### src/hw/rtl/ncs_pkg.sv
package ncs_pkg;

  localparam int MAX_KNOTS = 64;
  localparam int IW = $clog2(MAX_KNOTS);
  localparam int CW = $clog2(MAX_KNOTS + 1);

  typedef logic signed [47:0] q48_t;
  typedef logic signed [51:0] q52_t;

  localparam q48_t LIM48 = 48'sh7FFF_FFFF_FFFF;
  localparam q52_t LIM52 = 52'sh0_7FFF_FFFF_FFFF;

  typedef enum logic [2:0] {
    ST_BUILT     = 3'd0,
    ST_FOUND     = 3'd1,
    ST_OUTSIDE   = 3'd2,
    ST_FEW       = 3'd3,
    ST_NOT_INC   = 3'd4,
    ST_NOT_BUILT = 3'd5
  } status_t;

  typedef enum logic [5:0] {
    OP_NONE, OP_LATCH, OP_LOAD, OP_WR_S, OP_RES_FEW, OP_RES_NINC, OP_BINIT, OP_RD,
    OP_P1, OP_IX1, OP_P2A, OP_P2B, OP_P2C, OP_P2D, OP_P2E, OP_P3I, OP_P3A, OP_P3B,
    OP_P3C, OP_P4A, OP_P4B, OP_P4C, OP_P4D, OP_BDONE, OP_RES_NB, OP_IX0, OP_INC,
    OP_DEC, OP_RES_OUT, OP_QA, OP_QB, OP_QC, OP_QD, OP_QE, OP_QF, OP_QG, OP_QH, OP_QI
  } dp_op_t;

  typedef struct packed {
    dp_op_t op;
    logic   mul_go;
    logic   div_go;
  } dp_cmd_t;

  typedef struct packed {
    logic cmd;
    logic last;
    logic ready;
    logic few;
    logic bad;
    logic pend;
    logic ix_zero;
    logic ix_last;
    logic ix_end;
    logic n_two;
    logic x_ge;
    logic x_le;
    logic mul_busy;
    logic div_busy;
  } dp_stat_t;

  typedef enum logic [5:0] {
    S_IDLE, S_DISPATCH, S_LOAD, S_LOAD2, S_LOAD3, S_LOADE, S_BCHK,
    S_P1_RD, S_P1_WR, S_P2_IX, S_P2_RD, S_P2_OPS, S_P2_B, S_P2_C, S_P2_D,
    S_P2_RD2, S_P2_WR, S_P3_INIT, S_P3_RD, S_P3_A, S_P3_B, S_P3_C,
    S_P4_A, S_P4_GO, S_P4_W, S_P4_B, S_P4_C, S_P4_D, S_BDONE,
    S_QRY, S_Q_RD0, S_Q_C0, S_Q_RD, S_Q_CMP, S_Q_RDS,
    S_QA, S_QB, S_QC, S_QD, S_QE, S_QF, S_QG, S_QH, S_QI,
    S_MGO, S_MW, S_DGO, S_DW
  } ctrl_state_t;

  function automatic q48_t sat48(input q52_t v);
    if (v > LIM52) return LIM48;
    else if (v < -LIM52) return -LIM48;
    else return v[47:0];
  endfunction

  function automatic logic signed [31:0] sat32(input q48_t v);
    if (v > 48'sh0000_7FFF_FFFF) return 32'sh7FFF_FFFF;
    else if (v < 48'shFFFF_8000_0000) return 32'sh8000_0000;
    else return v[31:0];
  endfunction

  function automatic logic [47:0] mag48(input q48_t v);
    return v[47] ? 48'(-v) : v;
  endfunction

endpackage

### src/hw/rtl/ncs_ctrl.sv
module ncs_ctrl (
  input  logic               clk,
  input  logic               rst,
  input  logic               start,
  output logic               busy,
  input  ncs_pkg::dp_stat_t  stat,
  output ncs_pkg::dp_cmd_t   cmd
);
  import ncs_pkg::*;

  ctrl_state_t state;
  ctrl_state_t state_next;
  ctrl_state_t ret;
  ctrl_state_t ret_next;

  always_ff @(posedge clk) begin
    if (rst) begin
      state <= S_IDLE;
      ret   <= S_IDLE;
    end else begin
      state <= state_next;
      ret   <= ret_next;
    end
  end

  always_comb begin
    state_next = state;
    ret_next   = ret;
    cmd.op     = OP_NONE;
    cmd.mul_go = 1'b0;
    cmd.div_go = 1'b0;
    busy       = (state != S_IDLE);
    case (state)
      S_IDLE: begin
        if (start) begin
          cmd.op     = OP_LATCH;
          state_next = S_DISPATCH;
        end
      end
      S_DISPATCH: state_next = stat.cmd ? S_QRY : S_LOAD;
      S_LOAD: begin
        cmd.op     = OP_LOAD;
        state_next = S_LOAD2;
      end
      S_LOAD2: begin
        if (stat.pend) begin
          state_next = S_DGO;
          ret_next   = S_LOAD3;
        end else begin
          state_next = S_LOADE;
        end
      end
      S_LOAD3: begin
        cmd.op     = OP_WR_S;
        state_next = S_LOADE;
      end
      S_LOADE: state_next = stat.last ? S_BCHK : S_IDLE;
      S_BCHK: begin
        if (stat.few) begin
          cmd.op     = OP_RES_FEW;
          state_next = S_IDLE;
        end else if (stat.bad) begin
          cmd.op     = OP_RES_NINC;
          state_next = S_IDLE;
        end else begin
          cmd.op     = OP_BINIT;
          state_next = S_P1_RD;
        end
      end
      S_P1_RD: begin
        cmd.op     = OP_RD;
        state_next = S_P1_WR;
      end
      S_P1_WR: begin
        cmd.op = OP_P1;
        if (!stat.ix_last) state_next = S_P1_RD;
        else if (stat.n_two) state_next = S_P3_INIT;
        else state_next = S_P2_IX;
      end
      S_P2_IX: begin
        cmd.op     = OP_IX1;
        state_next = S_P2_RD;
      end
      S_P2_RD: begin
        cmd.op     = OP_RD;
        state_next = S_P2_OPS;
      end
      S_P2_OPS: begin
        cmd.op     = OP_P2A;
        state_next = S_DGO;
        ret_next   = S_P2_B;
      end
      S_P2_B: begin
        cmd.op     = OP_P2B;
        state_next = S_MGO;
        ret_next   = S_P2_C;
      end
      S_P2_C: begin
        cmd.op     = OP_P2C;
        state_next = S_MGO;
        ret_next   = S_P2_D;
      end
      S_P2_D: begin
        cmd.op     = OP_P2D;
        state_next = S_P2_RD2;
      end
      S_P2_RD2: begin
        cmd.op     = OP_RD;
        state_next = S_P2_WR;
      end
      S_P2_WR: begin
        cmd.op     = OP_P2E;
        state_next = stat.ix_last ? S_P3_INIT : S_P2_RD;
      end
      S_P3_INIT: begin
        cmd.op     = OP_P3I;
        state_next = S_P3_RD;
      end
      S_P3_RD: begin
        cmd.op     = OP_RD;
        state_next = S_P3_A;
      end
      S_P3_A: begin
        cmd.op = OP_P3A;
        if (stat.ix_zero) begin
          state_next = S_P4_A;
        end else begin
          state_next = S_MGO;
          ret_next   = S_P3_B;
        end
      end
      S_P3_B: begin
        cmd.op     = OP_P3B;
        state_next = S_DGO;
        ret_next   = S_P3_C;
      end
      S_P3_C: begin
        cmd.op     = OP_P3C;
        state_next = S_P4_A;
      end
      S_P4_A: begin
        cmd.op     = OP_P4A;
        state_next = S_P4_GO;
      end
      S_P4_GO: begin
        cmd.mul_go = 1'b1;
        cmd.div_go = 1'b1;
        state_next = S_P4_W;
      end
      S_P4_W: begin
        if (!stat.mul_busy && !stat.div_busy) state_next = S_P4_B;
      end
      S_P4_B: begin
        cmd.op     = OP_P4B;
        state_next = S_DGO;
        ret_next   = S_P4_C;
      end
      S_P4_C: begin
        cmd.op     = OP_P4C;
        state_next = S_DGO;
        ret_next   = S_P4_D;
      end
      S_P4_D: begin
        cmd.op     = OP_P4D;
        state_next = stat.ix_zero ? S_BDONE : S_P3_RD;
      end
      S_BDONE: begin
        cmd.op     = OP_BDONE;
        state_next = S_IDLE;
      end
      S_QRY: begin
        if (!stat.ready) begin
          cmd.op     = OP_RES_NB;
          state_next = S_IDLE;
        end else begin
          cmd.op     = OP_IX0;
          state_next = S_Q_RD0;
        end
      end
      S_Q_RD0: begin
        cmd.op     = OP_RD;
        state_next = S_Q_C0;
      end
      S_Q_C0: begin
        if (!stat.x_ge) begin
          cmd.op     = OP_RES_OUT;
          state_next = S_IDLE;
        end else begin
          cmd.op     = OP_INC;
          state_next = S_Q_RD;
        end
      end
      S_Q_RD: begin
        cmd.op     = OP_RD;
        state_next = S_Q_CMP;
      end
      S_Q_CMP: begin
        if (stat.x_le) begin
          cmd.op     = OP_DEC;
          state_next = S_Q_RDS;
        end else if (stat.ix_end) begin
          cmd.op     = OP_RES_OUT;
          state_next = S_IDLE;
        end else begin
          cmd.op     = OP_INC;
          state_next = S_Q_RD;
        end
      end
      S_Q_RDS: begin
        cmd.op     = OP_RD;
        state_next = S_QA;
      end
      S_QA: begin
        cmd.op     = OP_QA;
        state_next = S_MGO;
        ret_next   = S_QB;
      end
      S_QB: begin
        cmd.op     = OP_QB;
        state_next = S_MGO;
        ret_next   = S_QC;
      end
      S_QC: begin
        cmd.op     = OP_QC;
        state_next = S_MGO;
        ret_next   = S_QD;
      end
      S_QD: begin
        cmd.op     = OP_QD;
        state_next = S_MGO;
        ret_next   = S_QE;
      end
      S_QE: begin
        cmd.op     = OP_QE;
        state_next = S_MGO;
        ret_next   = S_QF;
      end
      S_QF: begin
        cmd.op     = OP_QF;
        state_next = S_MGO;
        ret_next   = S_QG;
      end
      S_QG: begin
        cmd.op     = OP_QG;
        state_next = S_MGO;
        ret_next   = S_QH;
      end
      S_QH: begin
        cmd.op     = OP_QH;
        state_next = S_MGO;
        ret_next   = S_QI;
      end
      S_QI: begin
        cmd.op     = OP_QI;
        state_next = S_IDLE;
      end
      S_MGO: begin
        cmd.mul_go = 1'b1;
        state_next = S_MW;
      end
      S_MW: begin
        if (!stat.mul_busy) state_next = ret;
      end
      S_DGO: begin
        cmd.div_go = 1'b1;
        state_next = S_DW;
      end
      S_DW: begin
        if (!stat.div_busy) state_next = ret;
      end
      default: state_next = S_IDLE;
    endcase
  end

endmodule
### config.mk
export PLATFORM = sky130hd
export DESIGN_NAME = ncs_ctrl
export DESIGN_NICKNAME = d
export VERILOG_FILES = /design/src/hw/rtl/ncs_pkg.sv /design/src/hw/rtl/ncs_ctrl.sv
export SDC_FILE = /design/constraint.sdc
export NUM_CORES = 1
export LEC_CHECK = 0
export BUFFER_PORTS_ARGS = -buffer_cell sky130_fd_sc_hd__clkbuf_2
export CORE_UTILIZATION = 35
export CTS_CLUSTER_SIZE = 14
export DETAILED_ROUTE_END_ITERATION = 12
export HOLD_SLACK_MARGIN = 0.02
export PLACE_DENSITY = 0.5
export SYNTH_ARGS = -nofsm -noshare
export SYNTH_HDL_FRONTEND = slang
export SYNTH_SLANG_ARGS = --single-unit
### constraint.sdc
create_clock -name clk -period 6 [get_ports clk]
set_input_delay 1.5 -clock clk [delete_from_list [all_inputs] [get_ports clk]]
set_output_delay 1.5 -clock clk [all_outputs]
set_load 0.01 [all_outputs]
==> results.tsv, run 1 <==
stage	metric	value	unit
place	HPWL Detailed	6010	µm
final_layout	diode count	0	
logic_synthesis	top cell type's share of synthesized area	10.7	%
clock_network	Inserted Clock Buffers	3	
critical_path	Most Frequent Cell on Critical Path	clkbuf_2	
pwr	leakage power	0.810	nW
critical_path	CP Launch Type	input pin	
grt	total grt overflow	0	
grt	largest net degree at the start of global routing	40	
critical_path	worst r2r src	state[1]	
critical_path	Worst Setup SP	stat[10]	
floorplanning	die height	82.0	µm
timing	final period utilization	71.2	%
critical_path	crit path DAT	2770	ps
critical_path	worst-path fanout max	2	
grt	Total Routing Usage GR	26.3	%
floorplanning	die width	82.0	µm
timing	skew final	4.94	ps
clock_network	H-tree Lvls	1	
pwr	Max IR drop VDD	0.000191	V
place	GP Congestion	0.953	
logic_synthesis	synthesized cell area	0.00224	mm²
clock_network	Post-CTS Setup Repair Bufs	0	
critical_path	setup slack, reg-to-reg	3290	ps
pwr	sequential cell fraction of total power	15.8	%
logic_synthesis	sequential-to-total area share from yosys stat	10.7	%
drt	DRC	0	
timing	RSZ-0062 raised after global routing	no	
grt	vias in the first global route	2387	
pwr	combinational fraction of design power	75.9	%
grt	antenna violations before repair	0	
clock_network	Clock transition at path regs	50	ps
critical_path	WP depth	6	
critical_path	RR Endpoint	state[2]	
timing	TNS Setup	0	ps
critical_path	crit-path cells	clkbuf_2 -> or4_1 -> nor3_1 -> a41oi_1 -> o2111ai_1 -> clkbuf_2	
pwr	Final Power	0.00112	W
clock_network	TritonCTS clock tree	done	
critical_path	CP max-delay cell	or4_1	
logic_synthesis	Syn Inst Count	324	
run	max-cap violation count	0	
timing	max-slew violations	0	
logic_synthesis	ys async rst share	0	%
critical_path	critical path class	in2out	
pwr	Internal Pwr Total	0.000477	W
drt	Via density	6.77	
critical_path	Crit. End Element	output pin	
final_layout	P&R area growth vs syn	5.47	%
critical_path	Buf/Inv on CP	2	
logic_synthesis	Unique masters post-synth	74	
clock_network	Worst-Skew Late Latency	250	ps
critical_path	worst setup path endpoint	cmd[3]	
critical_path	Register-to-Register Path Depth	6	
timing	setup violators final	0	
critical_path	cell family with the largest share of critical-path delay	simple AND/OR/NAND/NOR gates	
floorplanning	Ports	26	
pwr	clock network power share	8.3	%
outcome	outcome	complete, no violations	
floorplanning	core area	0.00606	mm²
logic_synthesis	ys flop type	dfxtp_1	
logic_synthesis	Synth Register Bits	12	
pwr	PwrDens	475	mW/mm²
logic_synthesis	Synthesized Nets	341	
drt	WL/cell	21.4	µm
place	Port Buffers	25	
pwr	switching pwr	0.000645	W
final_layout	Final #Nets	341	
timing	FMAX	234	MHz
clock_network	Hold Buf Count CTS	0	
final_layout	share of layout cells above drive strength 1	15.2	%
pwr	sw frac	57.5	%
clock_network	clk sink count	12	
logic_synthesis	synth warn	0	
logic_synthesis	Post-synth EDFFs	0	
logic_synthesis	top area cells in the synthesized netlist	dfxtp_1 (11%), a21oi_1 (5.8%), nand2b_1 (5.0%), buf_2 (4.7%), nor2b_1 (4.2%)	
floorplanning	full die area	0.00673	mm²
drt	DR vias	2694	
drt	router iterations before antenna repair	7	
timing	Final Hold Fails	0	
timing	post-route minimum period	4270	ps
clock_network	root buffer cell	clkbuf_8	
drt	Total Routed Length	8510	µm
timing	Relative slew margins	47.0	%
worst_hold_path	worst min-delay path class	reg2reg	
timing	Worst-Margin Slew	794	ps
critical_path	Critical Path Max Stage Delay	480	ps
logic_synthesis	area leader, netlist	dfxtp_1	
critical_path	required time of the worst setup path	4500	ps
clock_network	post-CTS sizing	0	
floorplanning	Rows	28	
floorplanning	Initial Util	37.0	%
drt	Routed Antenna Nets	0	
logic_synthesis	syn avg cell area	6.92	µm²
clock_network	Max Root-Sink Buffers	2	
grt	first-pass GRT wire length	13100	µm
drt	initial drt markers	329	
==> area by class of cell <==
| class | count | area [µm²] |
|---|---|---|
| clock buffers | 4 | 55.1 |
| fillers | 673 | 3700 |
| inverters | 7 | 26.3 |
| multi-input cells | 268 | 1770 |
| flip-flops and latches | 12 | 243 |
| well taps | 75 | 93.8 |
| repair buffers | 32 | 178 |
==> flip-flops by register name, indices dropped and copies added, names as in the netlist <==
name / flops
ret: 6
state: 6
==> power by group through the flow <==
stage | Clock (W) | Sequential [W] | Combinational [W]
after floorplan | 0 | 0.000110 | 0.000699
after global placement | 0 | 0.000178 | 0.000839
after detailed placement | 0 | 0.000176 | 0.000828
after CTS | 0.0000942 | 0.000175 | 0.000832
after global routing | 0.0000987 | 0.000185 | 0.000904
final | 0.0000930 | 0.000177 | 0.000852
==> synthesized netlist by cell type (2+ instances only) <==
master and count:
a211oi_1 6, nor2_1 19, and2_1 4, a22oi_1 3
a211o_1 2, nor3b_1 2, nand3b_1 4, or2_0 2
a32oi_1 3, a2bb2oi_1 5, inv_1 6, o32ai_1 5
buf_6 3, a21oi_1 26, o32ai_2 2, nand2_1 20
xor2_1 3, buf_2 21, o21a_1 2, o31ai_1 2
or3_1 3, and3b_1 3, dfxtp_1 12, nor2b_1 15
nand3_1 11, o31a_1 2, o2111ai_1 2, o22ai_1 9
a221oi_1 3, and4b_1 4, o21ai_0 14, nand4b_1 3
a31oi_1 13, nand2b_1 18, and3_1 5, nor4_1 3
or3b_1 2, a22o_1 4, nor3_1 10, o21ai_1 3
buf_4 5, xnor2_1 2, clkbuf_1 7
==> layout by cell type, fill, tap and decap left out, types with 3 or more instances in the layout <==
| cell | n |
|---|---|
| a211oi_1 | 6 |
| a2bb2oi_1 | 5 |
| clkbuf_2 | 25 |
| nand3b_1 | 4 |
| nand4b_1 | 3 |
| buf_4 | 7 |
| nor2_1 | 19 |
| nor3_1 | 10 |
| nor2b_1 | 15 |
| a221oi_1 | 3 |
| a32oi_1 | 3 |
| a21oi_1 | 26 |
| nand2b_1 | 18 |
| o21ai_0 | 14 |
| dfxtp_1 | 10 |
| nand3_1 | 11 |
| inv_1 | 6 |
| xor2_1 | 3 |
| and3b_1 | 3 |
| and3_1 | 5 |
| nand2_1 | 20 |
| a22o_1 | 4 |
| and4b_1 | 4 |
| o21ai_1 | 3 |
| nor4_1 | 3 |
| and2_1 | 4 |
| or3_1 | 3 |
| a22oi_1 | 3 |
| a31oi_1 | 13 |
| clkbuf_8 | 4 |
| o22ai_1 | 9 |
| o32ai_1 | 5 |
==> metrics by stage <==
stage / instance area, µm² / util, % / setup WS (ps) / hold WS [ps] / std cells
CTS: 2360 / 39.0 / 1740 / 491 / 398
global placement: 2310 / 38.1 / 1730 / 469 / 394
floorplan: 2240 / - / 2130 / 442 / 324
detailed placement: 2310 / 38.1 / 1760 / 483 / 394
global route: 2360 / 39.0 / 1660 / 511 / 398
finish: 2360 / 39.0 / 1730 / 494 / 398
==> tightest hold or removal path, cell delays in order, from the launching register on <==
cell     delay, ps
dfxtp_1        310
o21ai_0         70
a21oi_1         60
==> per-layer routing <==
| layer | vias to the layer above | global-route usage, % | share of wire (%) | routed length (µm) |
|---|---|---|---|---|
| li1 | 1243 | - | - | - |
| met5 | - | 0 | 0 | 0 |
| met3 | 22 | 6.78 | 10 | 878 |
| met2 | 154 | 40.2 | 44 | 3730 |
| met1 | 1275 | 36.4 | 44 | 3730 |
| met4 | 0 | 6.32 | 1.9 | 165 |
==> cell families (layout without fill, tap and decap cells) <==
logic type | Yosys count | after routing | synth area share (%)
flops | 12 | 12 | 10.7
mux | 1 | 1 | 0.447
simple gates | 140 | 140 | 37.0
buf+inv | 44 | 43 | 10.4
xor+xnor | 5 | 5 | 1.95
compound gates | 121 | 121 | 39.1
fa+ha+maj | 1 | 1 | 0.447
==> worst min path at each step <==
stage                        end  cells after the start   start  slack [ps]
final                     ret[1]                      2  ret[1]         490
after global routing      ret[2]                      1  ret[2]         510
after CTS                 ret[1]                      2  ret[1]         490
after detailed placement  ret[2]                      1  ret[2]         480
after global placement    ret[4]                      2  ret[4]         470
after floorplan           ret[2]                      1  ret[2]         440
No activity file was read; power rests on OpenSTA's default activity.
==> run 2, diff against run 1 <==
PLACE_DENSITY = 0.52   (was 0.5)
clock period = 3.9 ns   (was 6 ns; I/O delays follow)
==> run 2 against run 1 <==
Compared with the run above:
- combinational power is 64% higher
- register-to-register slack worse by 2000 ps
- setup slack worse by 1200 ps
- critical path depth is 1 higher
- via count increased by 0.82%
- total power rose by 58%
- die area is the same
- count of clock-buffer cells in the layout decreased by 1
==> results.tsv, run 2 (synthesis results as in run 1) <==
stage	metric	value	unit
critical_path	crit-path cells	buf_4 -> nand2b_1 -> nor2_1 -> o21ai_0 -> a21oi_1 -> a2111o_1 -> clkbuf_2	
timing	FMAX	292	MHz
final_layout	most common cell after layout, fill and taps aside	a21oi_1	
drt	DR vias	2716	
critical_path	Buf/Inv on CP	2	
critical_path	critical path class	reg2out	
grt	Total Routing Usage GR	26.7	%
grt	largest net degree at the start of global routing	45	
final_layout	most frequent cells in the layout	a21oi_1 (26), clkbuf_2 (25), nand2_1 (20)	
drt	DRC	0	
pwr	PwrDens	724	mW/mm²
drt	initial drt markers	412	
pwr	clock network power share	6.2	%
place	dpl ws	724	ps
critical_path	required time of the worst setup path	2920	ps
timing	Final Hold Fails	0	
floorplanning	full die area	0.00673	mm²
drt	Via density	6.64	
place	placed instance area	0.00241	mm²
timing	post-route minimum period	3420	ps
final_layout	P&R area growth vs syn	9.38	%
worst_hold_path	worst min-delay path class	reg2reg	
place	HPWL Detailed	6250	µm
critical_path	Critical Path Max Stage Delay	930	ps
critical_path	cell family with the largest share of critical-path delay	flip-flops	
pwr	combinational fraction of design power	79.2	%
run	max-cap violation count	0	
floorplanning	Initial Util	37.0	%
critical_path	Worst Setup SP	state[5]	
final_layout	largest registers	ret (6), state (6)	
timing	skew final	4.37	ps
clock_network	post-CTS sizing	0	
clock_network	clk sink count	12	
pwr	sequential cell fraction of total power	14.6	%
pwr	switching pwr	0.00100	W
drt	Total Routed Length	8580	µm
timing	Relative slew margins	37.7	%
grt	antenna violations before repair	0	
critical_path	worst-path fanout max	27	
worst_hold_path	Worst Hold Path Cells	2	
critical_path	CP max-delay cell	dfxtp_1	
clock_network	H-tree Lvls	1	
clock_network	Worst-Skew Late Latency	240	ps
clock_network	Inserted Clock Buffers	3	
timing	RSZ-0062 raised after global routing	no	
timing	TNS Setup	0	ps
place	GP Congestion	0.975	
final_layout	Post-Layout Cell Count	409	
critical_path	CP Launch Type	register	
clock_network	Max Root-Sink Buffers	2	
drt	WL/cell	21.0	µm
worst_hold_path	Hold Path End	ret[4]	
critical_path	RR Endpoint	state[4]	
timing	setup ws final	481	ps
grt	total grt overflow	0	
clock_network	Clock transition at path regs	50	ps
clock_network	Hold Buf Count CTS	0	
final_layout	diode count	0	
place	Port Buffers	25	
final_layout	design area	0.00245	mm²
critical_path	setup slack, reg-to-reg	1270	ps
floorplanning	die height	82.0	µm
final_layout	share of layout cells above drive strength 1	17.7	%
timing	Worst-Margin Slew	934	ps
grt	vias in the first global route	2481	
timing	setup violators final	0	
worst_hold_path	startpoint of the worst hold path	ret[4]	
floorplanning	core area	0.00606	mm²
final_layout	Final #Nets	353	
floorplanning	Rows	28	
drt	Routed Antenna Nets	0	
clock_network	Post-CTS Setup Repair Bufs	0	
pwr	sw frac	56.5	%
outcome	outcome	complete, no violations	
clock_network	root buffer cell	clkbuf_8	
place	DP Cell Count	406	
pwr	Max IR drop VDD	0.000300	V
critical_path	Crit. End Element	output pin	
grt	first-pass GRT wire length	13500	µm
pwr	Final Power	0.00177	W
pwr	Internal Pwr Total	0.000772	W
critical_path	Register-to-Register Path Depth	6	
critical_path	crit path DAT	2440	ps
timing	final period utilization	87.7	%
timing	max-slew violations	0	
critical_path	worst r2r src	state[2]	
clock_network	TritonCTS clock tree	done	
pwr	leakage power	0.866	nW
floorplanning	Ports	26	
drt	router iterations before antenna repair	5	
floorplanning	die width	82.0	µm
[run 2: through the flow]
stage	hold WS [ps]	util (%)
2_1_floorplan	442	-
3_3_place_gp	469	39.8
3_5_place_dp	470	39.8
4_1_cts	479	40.4
5_1_grt	499	40.4
6_report	475	40.4
[run 2: how the worst max path moves through the flow]
stage                     cells past startpoint     end  slack, ps
after floorplan                               4  cmd[3]       1080
after global placement                        6  cmd[3]        680
after detailed placement                      6  cmd[3]        720
after CTS                                     7  cmd[2]        510
after global routing                          7  cmd[2]        320
final                                         7  cmd[2]        480
[run 2: tightest hold or removal path: stages, from the launching register on]
cell,delay (ps)
dfxtp_1,300
nand2b_1,70
mux2i_1,60
[run 2: metal layers]
| metal | wire, µm | global-route usage, % |
|---|---|---|
| met5 | 0 | 0 |
| met4 | 244 | 8.60 |
| met3 | 937 | 7.00 |
| met2 | 3640 | 39.3 |
| met1 | 3750 | 37.2 |
[run 2: power groups by stage]
stage | clock [W] | combinational, W | sequential [W]
after floorplan | 0 | 0.00108 | 0.000169
after global placement | 0 | 0.00138 | 0.000259
after detailed placement | 0 | 0.00136 | 0.000260
after CTS | 0.000115 | 0.00137 | 0.000257
after global routing | 0.000120 | 0.00150 | 0.000266
final | 0.000111 | 0.00140 | 0.000259
[run 2: cell type report]
type / instances / area, µm²
fill: 661 / 3610
multi-input combinational: 268 / 1770
timing repair buffer: 44 / 280
sequential: 12 / 241
tap: 75 / 93.8
clock buffer: 3 / 41.3
inverter: 7 / 26.3
==> run 3, diff against run 2 <==
CTS_BUF_LIST = sky130_fd_sc_hd__clkbuf_8   (was unset)
PLACE_DENSITY = 0.5   (was 0.52)
clock period = 3.8 ns   (was 3.9 ns; I/O delays follow)
==> run 3 against run 2 <==
Compared with the run above:
- critical path type unchanged
- largest cell class unchanged
- setup slack lost 88 ps
- count of clock-buffer cells in the layout up 1
- largest power group unchanged
- critical path depth is 1 lower
- total power increased by 4.7%
- highest routed layer unchanged
- wire length up 2.7%
- via count hardly changed
- sequential power is 25% higher
==> results.tsv, run 3 (synthesis results as in run 1) <==
stage	metric	value	unit
final_layout	most frequent cells in the layout	a21oi_1 (26), clkbuf_2 (25), nand2_1 (20)	
floorplanning	full die area	0.00673	mm²
timing	max-slew violations	0	
clock_network	post-CTS sizing	0	
place	Port Buffers	25	
grt	first-pass GRT wire length	13900	µm
final_layout	share of layout cells above drive strength 1	18.2	%
critical_path	CP Launch Type	register	
place	GP Congestion	0.969	
clock_network	clk sink count	12	
place	HPWL Detailed	6430	µm
final_layout	most common cell after layout, fill and taps aside	a21oi_1	
worst_hold_path	worst min-delay path class	reg2reg	
final_layout	Final #Nets	353	
floorplanning	die height	82.0	µm
final_layout	diode count	0	
grt	largest net degree at the start of global routing	36	
clock_network	root buffer cell	clkbuf_8	
drt	initial drt markers	409	
grt	Total Routing Usage GR	27.9	%
grt	total grt overflow	0	
grt	antenna violations before repair	0	
timing	skew final	2.75	ps
final_layout	Multi-input gate area	0.00177	mm²
clock_network	Hold Buf Count CTS	0	
grt	vias in the first global route	2471	
timing	TNS Setup	0	ps
floorplanning	core area	0.00606	mm²
final_layout	fillers	675	
timing	RSZ-0062 raised after global routing	no	
timing	final period utilization	89.6	%
timing	Final Hold Fails	0	
timing	FMAX	294	MHz
timing	post-route minimum period	3410	ps
final_layout	P&R area growth vs syn	9.49	%
clock_network	TritonCTS clock tree	done	
critical_path	crit path DAT	2460	ps
clock_network	H-tree Lvls	1	
pwr	PwrDens	757	mW/mm²
floorplanning	Rows	28	
timing	Relative slew margins	38.2	%
drt	router iterations before antenna repair	6	
floorplanning	Initial Util	37.0	%
outcome	outcome	complete, no violations	
drt	DRC	0	
critical_path	Crit. End Element	output pin	
clock_network	Worst-Skew Late Latency	250	ps
timing	Worst-Margin Slew	925	ps
pwr	Max IR drop VDD	0.000389	V
clock_network	Inserted Clock Buffers	3	
pwr	leakage power	0.872	nW
timing	setup violators final	0	
critical_path	worst-path fanout max	27	
run	max-cap violation count	0	
final_layout	largest registers	ret (6), state (6)	
drt	DR vias	2718	
drt	Routed Antenna Nets	0	
clock_network	Clock transition at path regs	60	ps
final_layout	final core occ	40.5	%
floorplanning	Ports	26	
drt	Via density	6.63	
floorplanning	die width	82.0	µm
drt	Total Routed Length	8810	µm
critical_path	required time of the worst setup path	2850	ps
critical_path	critical path class	reg2out	
final_layout	Reg area	243	µm²
clock_network	Post-CTS Setup Repair Bufs	0	
clock_network	Max Root-Sink Buffers	2	
drt	WL/cell	21.5	µm
## run 3: report_power, final
group | total [W] | switching (W) | internal [W]
sequential | 0.000324 | 0.000166 | 0.000158
clock | 0.000147 | 0.0000551 | 0.0000920
combinational | 0.00139 | 0.000827 | 0.000559
## run 3: path summary, 6_finish.rpt
check             slack, ps  startpoint  cells past startpoint        to
setup / recovery        390    state[5]                      6    cmd[2]
hold reg to reg         480      ret[2]                      1    ret[2]
hold / removal          480      ret[2]                      1    ret[2]
setup reg to reg       1200    state[1]                      6  state[4]
## run 3: stage by stage
step | instance area (µm²) | cells | power [W] | hold slack, ps | setup slack [ps]
global route | 2450 | 410 | 0.00198 | 483 | 229
floorplan | 2240 | 324 | 0.00128 | 442 | 1030
finish | 2450 | 410 | 0.00186 | 478 | 393
CTS | 2450 | 410 | 0.00182 | 477 | 442
detailed placement | 2400 | 406 | 0.00167 | 463 | 649
global placement | 2400 | 406 | 0.00169 | 457 | 618
## run 3: routing by layer
layer  routed length, µm  global-route usage [%]  up-vias
met5                   0                       0        -
met1                3930                    40.8     1272
met4                 125                    6.84        0
met3                 849                    5.33       10
li1                    -                       -     1262
met2                3910                    41.1      174
## run 3: layout make-up
class | instances | area share, %
clock buffer | 4 | 2.24
inverter | 7 | 1.07
multi-input combinational | 268 | 72.1
sequential | 12 | 9.89
tap | 75 | 3.82
timing repair buffer | 44 | 10.9
## run 3: critical path, stage by stage, from the launching register on
cell	delay [ps]
dfxtp_1	920
and4b_1	320
nand3_1	150
o31ai_1	140
o21bai_1	190
a2111o_1	350
clkbuf_2	130
